===== config.mk =====
export PLATFORM = sky130hd
export DESIGN_NAME = tftp_windowed_transfer_step_top
export DESIGN_NICKNAME = d
export VERILOG_FILES = /design/src/rtl/tftp_wts_pkg.sv /design/src/rtl/tftp_windowed_transfer_step_top.sv
export SDC_FILE = /design/constraint.sdc
export NUM_CORES = 2
export LEC_CHECK = 0
export ABC_AREA = 1
export BUFFER_PORTS_ARGS = -buffer_cell sky130_fd_sc_hd__buf_2
export CAP_MARGIN = 10
export CORE_ASPECT_RATIO = 0.9
export CORE_MARGIN = 1.5
export CORE_UTILIZATION = 30
export CTS_CLUSTER_DIAMETER = 120
export DETAILED_ROUTE_END_ITERATION = 6
export SLEW_MARGIN = 15
export SYNTH_ARGS = -nofsm -noshare
export SYNTH_HDL_FRONTEND = slang
export SYNTH_SLANG_ARGS = --single-unit

===== constraint.sdc =====
create_clock -name clk -period 6.7 [get_ports clk]
set_clock_uncertainty 0.2 [all_clocks]
set_input_delay 1.34 -clock clk [delete_from_list [all_inputs] [get_ports clk]]
set_output_delay 1.34 -clock clk [all_outputs]
set_load 0.005 [all_outputs]

===== src/rtl/tftp_wts_pkg.sv =====
// shared types and constants of the windowed tftp transfer engine
package tftp_wts_pkg;

  typedef enum logic [2:0] {
    S_IDLE,
    S_EVAL,
    S_RTT,
    S_POST,
    S_FILL,
    S_SEND,
    S_DACK,
    S_EMIT
  } state_t;

  typedef enum logic [2:0] {
    K_DATA  = 3'd0,
    K_ACK   = 3'd1,
    K_ERROR = 3'd2,
    K_DONE  = 3'd3,
    K_ABORT = 3'd4,
    K_UNEXP = 3'd5
  } kind_t;

  typedef enum logic [1:0] {
    SS_ACTIVE     = 2'd0,
    SS_FINISHED   = 2'd1,
    SS_PEER_ABORT = 2'd2,
    SS_ERR_ABORT  = 2'd3
  } status_t;

  localparam logic [15:0] OP_DATA  = 16'd3;
  localparam logic [15:0] OP_ACK   = 16'd4;
  localparam logic [15:0] OP_ERROR = 16'd5;

  localparam logic [2:0] CFG_DIRECTION  = 3'd0;
  localparam logic [2:0] CFG_WINDOW     = 3'd1;
  localparam logic [2:0] CFG_BLOCK_SIZE = 3'd2;
  localparam logic [2:0] CFG_FILE_BYTES = 3'd3;
  localparam logic [2:0] CFG_OACK       = 3'd4;
  localparam logic [2:0] CFG_RTT_IGNORE = 3'd5;

  localparam logic [2:0] ERR_ILLEGAL_OP = 3'd4;

  localparam int WRAP        = 65536;
  localparam int GUARD       = 32000;
  localparam int HDR_BYTES   = 4;
  localparam int BURST_LIMIT = 32;

endpackage


===== src/rtl/tftp_windowed_transfer_step_top.sv =====
// windowed tftp transfer engine for one session
//
// usage
//   input channel (in_*): one transaction per received packet header
//   (opcode, 16-bit block, length, time in ms). in_ready is high only while
//   the engine is idle; one packet is worked on at a time.
//   result channel (out_*): zero or more result transactions per packet,
//   out_last marks the final one. results leave through one output register
//   that also holds the round-trip sums, so the engine takes the next packet
//   while the last result still waits.
//   cfg port: cfg_wr_en writes register cfg_index with cfg_data at once;
//   write only while idle. writing file_bytes reloads the remaining-bytes
//   counter, writing oack_pending reloads the option-ack flag.
// processing steps
//   for an ack while sending, from the accepting edge to the first result:
//   decode, optional round-trip update from the stamp memory (synchronous
//   read), window slide and fill check. a burst of data-send results then
//   leaves one per cycle while out_ready allows, up to 32, each writing its
//   send stamp into the stamp memory. the longest path is idle, decode,
//   round trip, slide, fill check and 32 sends.
// reset
//   synchronous, active low: session active, window at block 1, stamp
//   valid bits cleared so unwritten stamps read as zero. no clearing pass.
// back-pressure
//   while out_ready is low and a result is pending, the engine holds in
//   its send, data-ack or emit state; nothing is lost or repeated.
module tftp_windowed_transfer_step_top #(
  parameter int WINDOW_MAX = 32,
  parameter int COUNT_BITS = 32
) (
  input  logic        clk,
  input  logic        rst_n,
  input  logic        cfg_wr_en,
  input  logic [2:0]  cfg_index,
  input  logic [31:0] cfg_data,
  input  logic        in_valid,
  output logic        in_ready,
  input  logic [15:0] in_command,
  input  logic [15:0] in_block_low,
  input  logic [15:0] in_packet_length,
  input  logic [31:0] in_now_ms,
  output logic        out_valid,
  input  logic        out_ready,
  output logic [2:0]  out_kind,
  output logic [15:0] out_block_number,
  output logic [15:0] out_byte_count,
  output logic [2:0]  out_error_code,
  output logic [31:0] out_rtt_total,
  output logic [31:0] out_timed_packets,
  output logic        out_last
);
  import tftp_wts_pkg::*;

  // signed working width, wide enough for unwrapped blocks and 32-bit compares
  localparam int CB  = COUNT_BITS;
  localparam int SW  = ((CB > 32) ? CB : 32) + 2;
  localparam int SL  = (WINDOW_MAX > 1) ? $clog2(WINDOW_MAX) : 1;
  localparam int SK  = $clog2(WINDOW_MAX) + 2;
  localparam logic [SL-1:0] UNA_SLOT0 = SL'(1 % WINDOW_MAX);
  localparam logic signed [SW-1:0] WRAP_X  = SW'(WRAP);
  localparam logic signed [SW-1:0] GUARD_X = SW'(GUARD);
  localparam logic signed [SW-1:0] WMAX_X  = SW'(WINDOW_MAX);
  localparam logic signed [SW-1:0] ONE_X   = SW'(1);
  localparam logic signed [SW-1:0] ZERO_X  = SW'(0);

  // configuration
  logic        direction_r;
  logic [5:0]  window_size_r;
  logic [15:0] block_size_r;
  logic [31:0] rtt_ign_r;

  // session state
  logic [CB-1:0] una_r, una_nxt;
  logic [CB-1:0] lsb_r, lsb_nxt;
  logic [SL-1:0] una_slot_r, una_slot_nxt;
  logic [SL-1:0] lsb_slot_r, lsb_slot_nxt;
  logic          oack_r, oack_nxt;
  logic          done_r, done_nxt;
  logic [31:0]   bytes_left_r, bytes_left_nxt;
  logic [31:0]   rtt_sum_r, rtt_sum_nxt;
  logic [31:0]   timed_r, timed_nxt;
  status_t       status_r, status_nxt;
  state_t        state_r, state_nxt;
  logic [5:0]    sent_r, sent_nxt;

  // latched packet and working values
  logic [15:0] cmd_r, small_r, plen_r;
  logic [31:0] now_r;
  logic signed [SW-1:0] blk_r, blk_nxt;
  kind_t       e_kind_r, e_kind_nxt;
  logic [15:0] e_blk_r, e_blk_nxt;
  logic [2:0]  e_err_r, e_err_nxt;

  // output register
  logic        out_valid_r, out_valid_nxt;
  kind_t       out_kind_r, out_kind_nxt;
  logic [15:0] out_blk_r, out_blk_nxt;
  logic [15:0] out_bytes_r, out_bytes_nxt;
  logic [2:0]  out_err_r, out_err_nxt;
  logic [31:0] out_rtt_r, out_rtt_nxt;
  logic [31:0] out_timed_r, out_timed_nxt;
  logic        out_last_r, out_last_nxt;

  // send stamp memory with per-entry valid bits
  logic [31:0]           stamp_mem [WINDOW_MAX];
  logic [WINDOW_MAX-1:0] stamp_ok_r;
  logic [31:0]           rd_data_r;
  logic                  rd_ok_r;
  logic [SL-1:0]         rd_addr;
  logic                  wr_en;
  logic [SL-1:0]         wr_addr;

  function automatic logic [SL-1:0] slot_add(input logic [SL-1:0] s, input logic [SK-1:0] k);
    logic [SK:0] sum;
    sum = (SK+1)'(s) + (SK+1)'(k);
    if (sum >= (SK+1)'(WINDOW_MAX)) sum = sum - (SK+1)'(WINDOW_MAX);
    return sum[SL-1:0];
  endfunction

  // decode signals
  logic signed [SW-1:0] una_x, lsb_x, w_x, ign_x;
  logic signed [SW-1:0] ack_raw, ack_blk, data_raw, data_blk, nr, lsb_new_x;
  logic                 in_win, fin_ack, cond_oack, cond_fill, out_free;
  logic [CB-1:0]        lsb_new;
  logic [15:0]          len16, payload;
  logic                 done_new, cont, short_blk;
  logic [SK-1:0]        slide_k;

  always_comb begin
    una_x = $signed({{(SW-CB){1'b0}}, una_r});
    lsb_x = $signed({{(SW-CB){1'b0}}, lsb_r});
    ign_x = $signed({{(SW-32){1'b0}}, rtt_ign_r});
    if (window_size_r == 6'd0) w_x = ONE_X;
    else if ($signed({{(SW-6){1'b0}}, window_size_r}) > WMAX_X) w_x = WMAX_X;
    else w_x = $signed({{(SW-6){1'b0}}, window_size_r});
    // widen the ack block around first_unacked
    ack_raw  = $signed({{(SW-CB){1'b0}}, una_r[CB-1:16], small_r});
    ack_blk  = (ack_raw > una_x + GUARD_X) ? ack_raw - WRAP_X : ack_raw;
    // widen the data block around last block taken
    data_raw = $signed({{(SW-CB){1'b0}}, lsb_r[CB-1:16], small_r});
    data_blk = (data_raw < lsb_x - GUARD_X) ? data_raw + WRAP_X : data_raw;
    nr       = (blk_r < una_x) ? blk_r + WRAP_X : blk_r;
    in_win   = (una_x <= nr) && (nr < una_x + w_x) && (nr <= lsb_x);
    fin_ack  = (blk_r == una_x) && (blk_r == lsb_x) && done_r;
    slide_k  = SK'(nr - una_x) + SK'(1);
    cond_oack = (lsb_x - una_x) < (w_x - ONE_X);
    cond_fill = cond_oack && !done_r;
    // one send step
    len16     = (bytes_left_r < {16'd0, block_size_r}) ? bytes_left_r[15:0] : block_size_r;
    lsb_new   = lsb_r + CB'(1);
    lsb_new_x = $signed({{(SW-CB){1'b0}}, lsb_new});
    done_new  = done_r || (len16 < block_size_r);
    cont      = ((lsb_new_x - una_x) < (w_x - ONE_X)) && !done_new &&
                ((sent_r + 6'd1) < 6'(BURST_LIMIT));
    payload   = (plen_r >= 16'(HDR_BYTES)) ? plen_r - 16'(HDR_BYTES) : 16'd0;
    short_blk = {1'b0, plen_r} < ({1'b0, block_size_r} + 17'(HDR_BYTES));
    out_free  = !out_valid_r || out_ready;
  end

  assign in_ready = (state_r == S_IDLE);
  assign rd_addr  = direction_r ? lsb_slot_r : una_slot_r;
  assign wr_addr  = (lsb_r == {CB{1'b1}}) ? '0 : slot_add(lsb_slot_r, SK'(1));

  // next state
  always_comb begin
    state_nxt = state_r;
    unique case (state_r)
      S_IDLE: if (in_valid) state_nxt = S_EVAL;
      S_EVAL: begin
        priority if (status_r != SS_ACTIVE) state_nxt = S_IDLE;
        else if (cmd_r == OP_ERROR) state_nxt = S_EMIT;
        else if (!direction_r) begin
          priority if (cmd_r != OP_ACK) state_nxt = S_EMIT;
          else if (ack_blk == ZERO_X && oack_r) state_nxt = cond_oack ? S_SEND : S_IDLE;
          else if (ack_blk < ZERO_X) state_nxt = S_EMIT;
          else if (ack_blk == una_x - ONE_X) state_nxt = S_IDLE;
          else if (ack_blk == una_x && ack_blk > ign_x) state_nxt = S_RTT;
          else state_nxt = S_POST;
        end else begin
          priority if (cmd_r != OP_DATA) state_nxt = S_EMIT;
          else if (data_blk != lsb_x + ONE_X) state_nxt = S_IDLE;
          else if (data_blk > ign_x) state_nxt = S_RTT;
          else state_nxt = S_DACK;
        end
      end
      S_RTT:  state_nxt = direction_r ? S_DACK : S_POST;
      S_POST: state_nxt = (fin_ack || !in_win) ? S_EMIT : S_FILL;
      S_FILL: state_nxt = cond_fill ? S_SEND : S_IDLE;
      S_SEND: if (out_free) state_nxt = cont ? S_SEND : S_IDLE;
      S_DACK: if (out_free) state_nxt = short_blk ? S_EMIT : S_IDLE;
      S_EMIT: if (out_free) state_nxt = S_IDLE;
      default: state_nxt = S_IDLE;
    endcase
  end

  // datapath and outputs
  always_comb begin
    logic [32:0] s;
    logic [31:0] d;
    una_nxt = una_r; una_slot_nxt = una_slot_r;
    lsb_nxt = lsb_r; lsb_slot_nxt = lsb_slot_r;
    oack_nxt = oack_r; done_nxt = done_r; bytes_left_nxt = bytes_left_r;
    rtt_sum_nxt = rtt_sum_r; timed_nxt = timed_r; status_nxt = status_r;
    sent_nxt = sent_r; blk_nxt = blk_r;
    e_kind_nxt = e_kind_r; e_blk_nxt = e_blk_r; e_err_nxt = e_err_r;
    out_valid_nxt = out_valid_r && !out_ready;
    out_kind_nxt = out_kind_r; out_blk_nxt = out_blk_r; out_bytes_nxt = out_bytes_r;
    out_err_nxt = out_err_r; out_last_nxt = out_last_r;
    out_rtt_nxt = out_rtt_r; out_timed_nxt = out_timed_r;
    wr_en = 1'b0;
    d = now_r - (rd_ok_r ? rd_data_r : 32'd0);
    s = {1'b0, rtt_sum_r} + {1'b0, d};
    unique case (state_r)
      S_EVAL: begin
        e_blk_nxt = 16'd0; e_err_nxt = 3'd0; sent_nxt = 6'd0;
        if (status_r == SS_ACTIVE) begin
          priority if (cmd_r == OP_ERROR) begin
            status_nxt = SS_PEER_ABORT; e_kind_nxt = K_ABORT;
          end else if ((!direction_r && cmd_r != OP_ACK) ||
                       (direction_r && cmd_r != OP_DATA)) begin
            status_nxt = SS_ERR_ABORT; e_kind_nxt = K_ERROR; e_err_nxt = ERR_ILLEGAL_OP;
          end else if (!direction_r) begin
            blk_nxt = ack_blk;
            e_kind_nxt = K_UNEXP; e_blk_nxt = small_r;
            if (ack_blk == ZERO_X && oack_r) oack_nxt = 1'b0;
          end else begin
            blk_nxt = data_blk;
          end
        end
      end
      S_RTT: begin
        rtt_sum_nxt = s[32] ? 32'hFFFF_FFFF : s[31:0];
        if (timed_r != 32'hFFFF_FFFF) timed_nxt = timed_r + 32'd1;
      end
      S_POST: begin
        if (fin_ack) begin
          status_nxt = SS_FINISHED; e_kind_nxt = K_DONE; e_blk_nxt = blk_r[15:0];
        end else if (in_win) begin
          una_nxt = nr[CB-1:0] + CB'(1);
          una_slot_nxt = (nr[CB-1:0] == {CB{1'b1}}) ? '0 : slot_add(una_slot_r, slide_k);
        end
      end
      S_SEND: if (out_free) begin
        wr_en = 1'b1;
        lsb_nxt = lsb_new; lsb_slot_nxt = wr_addr;
        bytes_left_nxt = bytes_left_r - {16'd0, len16};
        done_nxt = done_new; sent_nxt = sent_r + 6'd1;
        out_valid_nxt = 1'b1; out_kind_nxt = K_DATA; out_blk_nxt = lsb_new[15:0];
        out_bytes_nxt = len16; out_err_nxt = 3'd0; out_last_nxt = !cont;
        out_rtt_nxt = rtt_sum_r; out_timed_nxt = timed_r;
      end
      S_DACK: if (out_free) begin
        wr_en = 1'b1;
        lsb_nxt = lsb_new; lsb_slot_nxt = wr_addr;
        out_valid_nxt = 1'b1; out_kind_nxt = K_ACK; out_blk_nxt = lsb_new[15:0];
        out_bytes_nxt = payload; out_err_nxt = 3'd0; out_last_nxt = !short_blk;
        out_rtt_nxt = rtt_sum_r; out_timed_nxt = timed_r;
        e_kind_nxt = K_DONE; e_blk_nxt = lsb_new[15:0]; e_err_nxt = 3'd0;
        if (short_blk) status_nxt = SS_FINISHED;
      end
      S_EMIT: if (out_free) begin
        out_valid_nxt = 1'b1; out_kind_nxt = e_kind_r; out_blk_nxt = e_blk_r;
        out_bytes_nxt = 16'd0; out_err_nxt = e_err_r; out_last_nxt = 1'b1;
        out_rtt_nxt = rtt_sum_r; out_timed_nxt = timed_r;
      end
      default: ;
    endcase
    // register writes that reload session state
    if (cfg_wr_en) begin
      if (cfg_index == CFG_FILE_BYTES) bytes_left_nxt = cfg_data;
      if (cfg_index == CFG_OACK) oack_nxt = cfg_data[0];
    end
  end

  // stamp memory
  always_ff @(posedge clk) begin
    rd_data_r <= stamp_mem[rd_addr];
    if (wr_en) stamp_mem[wr_addr] <= now_r;
  end

  always_ff @(posedge clk) begin
    if (!rst_n) begin
      stamp_ok_r <= '0;
      rd_ok_r    <= 1'b0;
    end else begin
      rd_ok_r <= stamp_ok_r[rd_addr];
      if (wr_en) stamp_ok_r[wr_addr] <= 1'b1;
    end
  end

  // packet latch and working payload
  always_ff @(posedge clk) begin
    if (in_valid && in_ready) begin
      cmd_r   <= in_command;
      small_r <= in_block_low;
      plen_r  <= in_packet_length;
      now_r   <= in_now_ms;
    end
    blk_r       <= blk_nxt;
    e_kind_r    <= e_kind_nxt;
    e_blk_r     <= e_blk_nxt;
    e_err_r     <= e_err_nxt;
    out_kind_r  <= out_kind_nxt;
    out_blk_r   <= out_blk_nxt;
    out_bytes_r <= out_bytes_nxt;
    out_err_r   <= out_err_nxt;
    out_rtt_r   <= out_rtt_nxt;
    out_timed_r <= out_timed_nxt;
    out_last_r  <= out_last_nxt;
  end

  // control and session state
  always_ff @(posedge clk) begin
    if (!rst_n) begin
      state_r       <= S_IDLE;
      status_r      <= SS_ACTIVE;
      out_valid_r   <= 1'b0;
      direction_r   <= 1'b0;
      window_size_r <= 6'd8;
      block_size_r  <= 16'd512;
      rtt_ign_r     <= 32'd0;
      una_r         <= CB'(1);
      una_slot_r    <= UNA_SLOT0;
      lsb_r         <= '0;
      lsb_slot_r    <= '0;
      oack_r        <= 1'b0;
      done_r        <= 1'b0;
      bytes_left_r  <= 32'd0;
      rtt_sum_r     <= 32'd0;
      timed_r       <= 32'd0;
      sent_r        <= 6'd0;
    end else begin
      state_r      <= state_nxt;
      status_r     <= status_nxt;
      out_valid_r  <= out_valid_nxt;
      una_r        <= una_nxt;
      una_slot_r   <= una_slot_nxt;
      lsb_r        <= lsb_nxt;
      lsb_slot_r   <= lsb_slot_nxt;
      oack_r       <= oack_nxt;
      done_r       <= done_nxt;
      bytes_left_r <= bytes_left_nxt;
      rtt_sum_r    <= rtt_sum_nxt;
      timed_r      <= timed_nxt;
      sent_r       <= sent_nxt;
      if (cfg_wr_en) begin
        unique case (cfg_index)
          CFG_DIRECTION:  direction_r   <= cfg_data[0];
          CFG_WINDOW:     window_size_r <= cfg_data[5:0];
          CFG_BLOCK_SIZE: block_size_r  <= cfg_data[15:0];
          CFG_RTT_IGNORE: rtt_ign_r     <= cfg_data;
          default: ;
        endcase
      end
    end
  end

  assign out_valid         = out_valid_r;
  assign out_kind          = out_kind_r;
  assign out_block_number  = out_blk_r;
  assign out_byte_count    = out_bytes_r;
  assign out_error_code    = out_err_r;
  assign out_rtt_total     = out_rtt_r;
  assign out_timed_packets = out_timed_r;
  assign out_last          = out_last_r;

`ifndef SYNTH
  // a packet taken after the session ended causes no work
  a_ended_idle: assert property (@(posedge clk) disable iff (!rst_n)
    (state_r == S_EVAL && status_r != SS_ACTIVE) |=> state_r == S_IDLE)
    else $error("ended session did not return to idle");

  // ring slots stay inside the memory
  a_slot_range: assert property (@(posedge clk) disable iff (!rst_n)
    (32'(una_slot_r) < 32'(WINDOW_MAX)) && (32'(lsb_slot_r) < 32'(WINDOW_MAX)))
    else $error("stamp slot out of range");

  // a finished result always closes its packet
  a_done_last: assert property (@(posedge clk) disable iff (!rst_n)
    (out_valid_r && out_kind_r == K_DONE) |-> out_last_r)
    else $error("finished result not marked last");
`endif

endmodule

# Word level (Yosys, flattened, before mapping)
# Memory sizes are Yosys's and may differ from the RTL's. A register that Yosys moved wholly into a read port is not among the register bits.
# Cells that the tools add are included.
[word_totals]
ff_bits = 511
mem_count = 1
ramBits = 1024
out_inout_bits = 105
in_bits = 120
[op_classes]
order_cmp = 22
bitwise_logic = 4
muxes = 101
addsub = 26
eq_ne = 33
reduce_logical = 57
[mem_list]
columns = ["memory", "depth", "word_bits", "rd", "rd_clocked_by_memory_dff", "write_ports", "line_no", "rtl"]
rows = [
  ["stamp_mem", 32, 32, 1, 1, 1, "tftp_windowed_transfer_step_top.sv:105", "logic [31:0] stamp_mem [WINDOW_MAX];"],
]
[ops]
columns = ["operator", "n"]
rows = [
  ["16-bit two-way mux", 12],
  ["32-bit two-way mux", 6],
  ["34-bit by 33-bit equality test with 1-bit output", 4],
  ["34-bit two-way mux", 3],
  ["32-bit by 1-bit adder with 32-bit output (second input constant)", 3],
  ["16-bit one-hot mux with 3 select lines", 2],
  ["3-bit two-way mux", 30],
  ["33-bit by 34-bit < comparator with 1-bit output", 2],
  ["32-bit by 32-bit subtractor with 33-bit output", 2],
  ["32-bit equality test (second input constant)", 2],
  ["34-bit by 18-bit adder with 34-bit output (second input constant)", 1],
  ["34-bit by 33-bit > comparator with 1-bit output", 1],
  ["33-bit by 34-bit <= comparator with 1-bit output", 1],
  ["34-bit by 33-bit <= comparator with 1-bit output", 1],
  ["34-bit logical NOT", 1],
  ["34-bit by 1-bit < comparator with 1-bit output (second input constant)", 1],
  ["34-bit by 33-bit < comparator with 1-bit output", 1],
  ["34-bit < comparator", 1],
  ["34-bit by 2-bit subtractor with 34-bit output (second input constant)", 1],
  ["32-bit by 1-bit adder with 33-bit output (second input constant)", 1],
  ["32-bit by 15-bit adder with 33-bit output (second input constant)", 1],
  ["32-bit by 17-bit adder with 33-bit output (second input constant)", 1],
  ["32-bit by 32-bit adder with 33-bit output", 1],
  ["32-bit by 6-bit adder with 33-bit output", 1],
  ["other kinds (69)", 163],
]

# Depth between registers and ports, before layout
[depth]
depth_word = 14
mapped_depth = 43
ltp_nobuf = 41

# Worst setup path after synthesis
# No wires, ideal clock.
[synth_timing]
kind = "register -> register"
start = "reg lsb_r[0]"
end = "reg state_r[2]"
synth_period_minus_slack_ns = 5.502
arrival_time_ns = 5.247
path_stages_with_launch = 40
n_path_buf = 0
slack_ns = 1.198
setup_time_ns = 0.056
cell_sequence = "dfxtp_1 > nand3_1 > inv_1 > nand2_1 > nor2_1 > nand2_1 > inv_1 > nand4_1 > nor3_2 > nand3_1 > nor2_1 > nand2_1 > inv_1 > nand2_1 > xor2_1 > inv_1 > ha_1 > nand2_1 > [... 4 more ...] > nand2_1 > a31oi_1 > ha_1 > nand2_1 > inv_1 > nand3_1 > nor3_1 > and3_1 > o2111ai_1 > nand3_1 > nor2_1 > nor3b_1 > nand3_1 > nand2_1 > nor2_1 > nand3_1 > nand2_1 > inv_1"
[synth_via]
word_cells_on_any_way = 27
[synth_lines]
columns = ["item", "line_no", "rtl"]
rows = [
  ["start: declaration", "tftp_windowed_transfer_step_top.sv:74", "logic [CB-1:0] lsb_r, lsb_nxt;"],
  ["start signal: assignment", "tftp_windowed_transfer_step_top.sv:338", "lsb_r <= lsb_nxt;"],
  ["32-bit by 1-bit adder with 32-bit output", "tftp_windowed_transfer_step_top.sv:150", "lsb_new = lsb_r + CB'(1);"],
  ["net lsb_new[27]", "tftp_windowed_transfer_step_top.sv:124", "logic [CB-1:0] lsb_new;"],
  ["32-bit by 32-bit subtractor with 33-bit output", "tftp_windowed_transfer_step_top.sv:153", "cont = ((lsb_new_x - una_x) < (w_x - ONE_X)) && !done_new &&"],
  ["33-bit by 34-bit < comparator with 1-bit output", "tftp_windowed_transfer_step_top.sv:153", ""],
  ["1-bit logical AND (2 in a row)", "tftp_windowed_transfer_step_top.sv:153", ""],
  ["3-bit two-way mux (2 in a row)", "tftp_windowed_transfer_step_top.sv:189", "S_SEND: if (out_free) state_nxt = cont ? S_SEND : S_IDLE;"],
  ["3-bit one-hot mux with 8 select lines", "tftp_windowed_transfer_step_top.sv:167", "unique case (state_r)"],
  ["end signal: assignment", "tftp_windowed_transfer_step_top.sv:333", "state_r <= state_nxt;"],
  ["end: declaration", "tftp_windowed_transfer_step_top.sv:83", "state_t state_r, state_nxt;"],
]
# The timed path passes the listed nets, and every way through them passes these cells. The select of a mux whose other input is x is not followed.
# A chain may end at the register's enable or synchronous reset.

# Final worst setup path
[layout_timing]
start = "reg window_size_r[0]"
end = "reg una_r[22]"
[layout_via]
elab_chain_len = 8
word_cells_on_any_way = 9
[layout_lines]
columns = ["item", "line_no", "rtl"]
rows = [
  ["start: declaration", "tftp_windowed_transfer_step_top.sv:68", "logic [5:0] window_size_r;"],
  ["start signal: assignment", "tftp_windowed_transfer_step_top.sv:349", "CFG_WINDOW: window_size_r <= cfg_data[5:0];"],
  ["6-bit > comparator", "tftp_windowed_transfer_step_top.sv:134", "else if ($signed({{(SW-6){1'b0}}, window_size_r}) > WMAX_X) w_x = WMAX_X;"],
  ["6-bit two-way mux", "tftp_windowed_transfer_step_top.sv:134", ""],
  ["6-bit two-way mux (*)", "tftp_windowed_transfer_step_top.sv:133", "if (window_size_r == 6'd0) w_x = ONE_X;"],
  ["32-bit by 6-bit adder with 33-bit output (*)", "tftp_windowed_transfer_step_top.sv:143", "in_win = (una_x <= nr) && (nr < una_x + w_x) && (nr <= lsb_x);"],
  ["34-bit < comparator (*)", "tftp_windowed_transfer_step_top.sv:143", ""],
  ["1-bit logical AND (*) (2 in a row)", "tftp_windowed_transfer_step_top.sv:143", ""],
  ["3-bit AND reduction (no source line) (*)", "-", ""],
  ["end signal: assignment", "tftp_windowed_transfer_step_top.sv:336", "una_r <= una_nxt;"],
  ["end: declaration", "tftp_windowed_transfer_step_top.sv:73", "logic [CB-1:0] una_r, una_nxt;"],
]
# Mark *: on every way between the ends. The rest lies on a longest branch, timed or not.

==> impl_metrics.yaml <==
run_status:
  outcome: "finished clean"
synth:
  yosysSeqAreaShare: 0.543
  async_flop_share: 0
  synth_area_leader_cell: "edfxtp_1"
  yosys-mux-area-fraction: 0
  synth_most_common_cell: "edfxtp_1"
  ys_seq_elements: 1563
  synthFlopType: "edfxtp_1"
  synth-simple-area-share: 0.138
  synthTopCellsByArea: "edfxtp_1, ha_1, dfxtp_1"
  avgSynthCellArea_um2: 9.87
  synthesis.area_um2: 80900
  synthCells: 8198
  synth_top_family_by_area: "compound AO/OA/AOI/OAI gates"
  synth_compound_area_frac: 0.148
  synth_common_cells: "edfxtp_1, nor2_1, nand2_1"
  yosys_warnings: 0
  synth_adder_area_share: 0.0820
  synth-edff-count: 1259
  synth_xor_xnor_area_share: 0.0386
  yosys.cell_types.count: 68
  synth_top_area_frac: 0.467
die:
  start_util: 0.302
  die_area_um2: 273000
  die_h_um: 496
  ioPinCount: 225
  die_w_um: 550
  num_rows: 180
  core_um2: 268000
critical_path:
  critPathRequiredTime_ns: 7.22
  crit_type: "reg -> reg"
  r2r-start: "window_size_r[0]$_SDFFE_PN0P_"
  slowest_stage: "nor4_2"
  rrSetupSlack_ns: 0.37
  crit_top_cell: "nand2_1"
  cp_data_arrival_time_ns: 6.85
  cp-startpoint: "window_size_r[0]$_SDFFE_PN0P_"
  start_kind: "register"
  r2r-end: "una_r[22]$_SDFFE_PN0P_"
  critical_path.max_stage_delay_ns: 0.36
  cp-endpoint: "una_r[22]$_SDFFE_PN0P_"
  endpoint_kind: "register"
  cp_max_fo: 9
  r2r_cells: 39
clocking:
  htree_levels: 4
  hold_buffers: 0
  cts_sinks: 1563
  cts_buffer_depth: 4
  cts_made_buffers: 175
  path_clk_slew_ns: 0.06
  clockRootBuffer: "clkbuf_16"
  insertion_delay_ns: 0.88
  cts_tree: "built"
final_layout:
  design_area_um2: 94200
  fillers: 26802
  utilization: 0.352
  num-nets-final: 9249
  drive_gt1_frac: 0.112
  areaGrowthSynthToFinish_pct: 16.4
flow_run:
  cap_viol_max_count: 0
power:
  vdd_drop_max_uv: 206
  swShare: 0.343
  p_int_mw: 20.7
  leakage_nw: 35.8
  p_sw_mw: 10.8
  p_seq_frac: 0.375
  p_per_area_nw_per_um2: 334
  pwr-share-comb: 0.311
  pwr-share-clk: 0.314
  finalPower_mw: 31.5
routing:
  vias: 65511
  vias_per_cell: 5.33
  drc_errors: 0
  avgRoutedWirePerCell_um: 24.2
  wirelength_mm: 298
  ant_nets: 0
  drt_first_pass_iters: 6
  drt_iter0_drc: 7729
grt:
  track_usage: 0.212
  grt_antenna_before_repair: 21
  first_global_vias: 62417
  grt_max_degree: 196
  overflow: 0
  grt_pass1_wl_mm: 429
sta:
  fin_crit_sh: 0.945
  final_hold_viol_count: 0
  report.final.slew_viol_count: 0
  setup_viol: 0
  max_slew_margin: 0.241
  max_freq_mhz: 158
  fin_crit_ns: 6.33
  hold_ws_ns: 0.193
  worst_pin_slew_ns: 1.14
placed_design:
  hpwl_mm: 207
  placed_area_um2: 88200
  finalWeightedCongestion: 0.953
  io_buffers: 222
hold_path:
  hold_start: "rtt_sum_r[11]$_SDFFE_PN0P_"
  min_path_type: "reg -> reg"
-- stage by stage --
stage	setup WS [ns]	setup TNS, ns	instances
4_1_cts	0.108	0	12284
6_report	0.370	0	12301
3_5_place_dp	0.158	0	11969
3_3_place_gp	0.206	0	11968
5_1_grt	-0.0301	-0.0448	12296
2_1_floorplan	1.20	0	8220
-- metal layers --
layer / wire length (um) / vias up / part of all wire / track usage
li1: - / 30058 / - / -
met1: 127000 / 32036 / 0.43 / 0.288
met2: 132000 / 2852 / 0.44 / 0.332
met3: 24600 / 555 / 0.082 / 0.0350
met4: 14100 / 10 / 0.047 / 0.0937
met5: 57 / - / 0.00019 / 0
-- logic make-up after synthesis --
kind of cell             after synthesis
flip-flops                          1563
AND/OR/NAND/NOR                     2649
adder cells (fa/ha/maj)              524
AO/OA/AOI/OAI                       2051
XOR/XNOR                             357
buffers and inverters               1052
other                                  2
-- worst max-delay path, delay by kind of cell, from the launching register on --
kind	cells	cell delay [ns]
xor gates and xnor gates	1	0.17
and+or+nand+nor	21	2.80
adders and majority gates	2	0.53
AOI/OAI and AO/OA	8	1.34
buffers and inverters	7	0.87
DFF	1	0.33
-- state kept, by name, indices dropped and copies added, names as in the netlist, 5 cells and up --
| register | flops |
|---|---|
| stamp_mem | 1024 |
| blk_r | 34 |
| bytes_left_r | 32 |
| lsb_r | 32 |
| now_r | 32 |
| out_rtt_total | 32 |
| out_timed_packets | 32 |
| rd_data_r | 32 |
| rtt_ign_r | 32 |
| rtt_sum_r | 32 |
| stamp_ok_r | 32 |
| timed_r | 32 |
| una_r | 32 |
| block_size_r | 16 |
| cmd_r | 16 |
| e_blk_r | 16 |
| out_block_number | 16 |
| out_byte_count | 16 |
| plen_r | 16 |
| small_r | 16 |
| sent_r | 6 |
| window_size_r | 6 |
| lsb_slot_r | 5 |
| una_slot_r | 5 |
-- power groups by stage --
stage	Clock (mW)	Sequential, mW	Combinational (mW)
2_1_floorplan	0	12.0	5.98
3_3_place_gp	0	12.0	9.47
4_1_cts	10.0	11.8	9.60
3_5_place_dp	0	12.0	9.56
5_1_grt	10.4	11.8	10.9
6_report	9.87	11.8	9.78
-- cell type report --
class,count,area [um2],share of cell area
diodes,9,22.5,0.000239
clock buffers,230,4800,0.0510
inverters,689,2610,0.0277
repair buffers,571,3940,0.0419
clock inverters,85,976,0.0104
flip-flops and latches,1563,43900,0.466
multi-input cells,5605,33500,0.356
well taps,3549,4440,0.0471
-- worst min path at each step --
stage	end	depth (start not counted)
after floorplan	blk_r[0]$_DFFE_PP_	0
after global placement	stamp_ok_r[12]$_SDFFE_PN0P_	2
after detailed placement	stamp_ok_r[31]$_SDFFE_PN0P_	2
after CTS	out_rtt_total[11]$_DFFE_PP_	0
after global routing	out_rtt_total[11]$_DFFE_PP_	0
final	out_rtt_total[11]$_DFFE_PP_	0
-- cells in the final DEF, fill, tap and decap left out, types with 26 or more instances in the layout --
master and count:
o21ai_0 885, nor4_1 44, inv_1 675, clkbuf_1 37, o211ai_1 72, o22ai_1 70
o21ai_1 36, clkbuf_16 179, edfxtp_1 1259, a31oi_1 93, xnor2_1 94, nand2_1 970
ha_1 514, clkinv_2 26, dfxtp_1 302, buf_2 221, nand3_1 287, xor2_1 263
nor3_1 117, o21bai_1 26, o221ai_1 240, buf_4 332, nor2_4 42, nand4_1 98
nor2_1 994, a21oi_1 501
-- repair_timing --
item | 4_1_cts | 5_1_grt
setup buffers | 0 | 6
setup endpoints to repair | 0 | 44
resized for setup | 0 | 23
No activity file was read; power rests on OpenSTA's default activity.
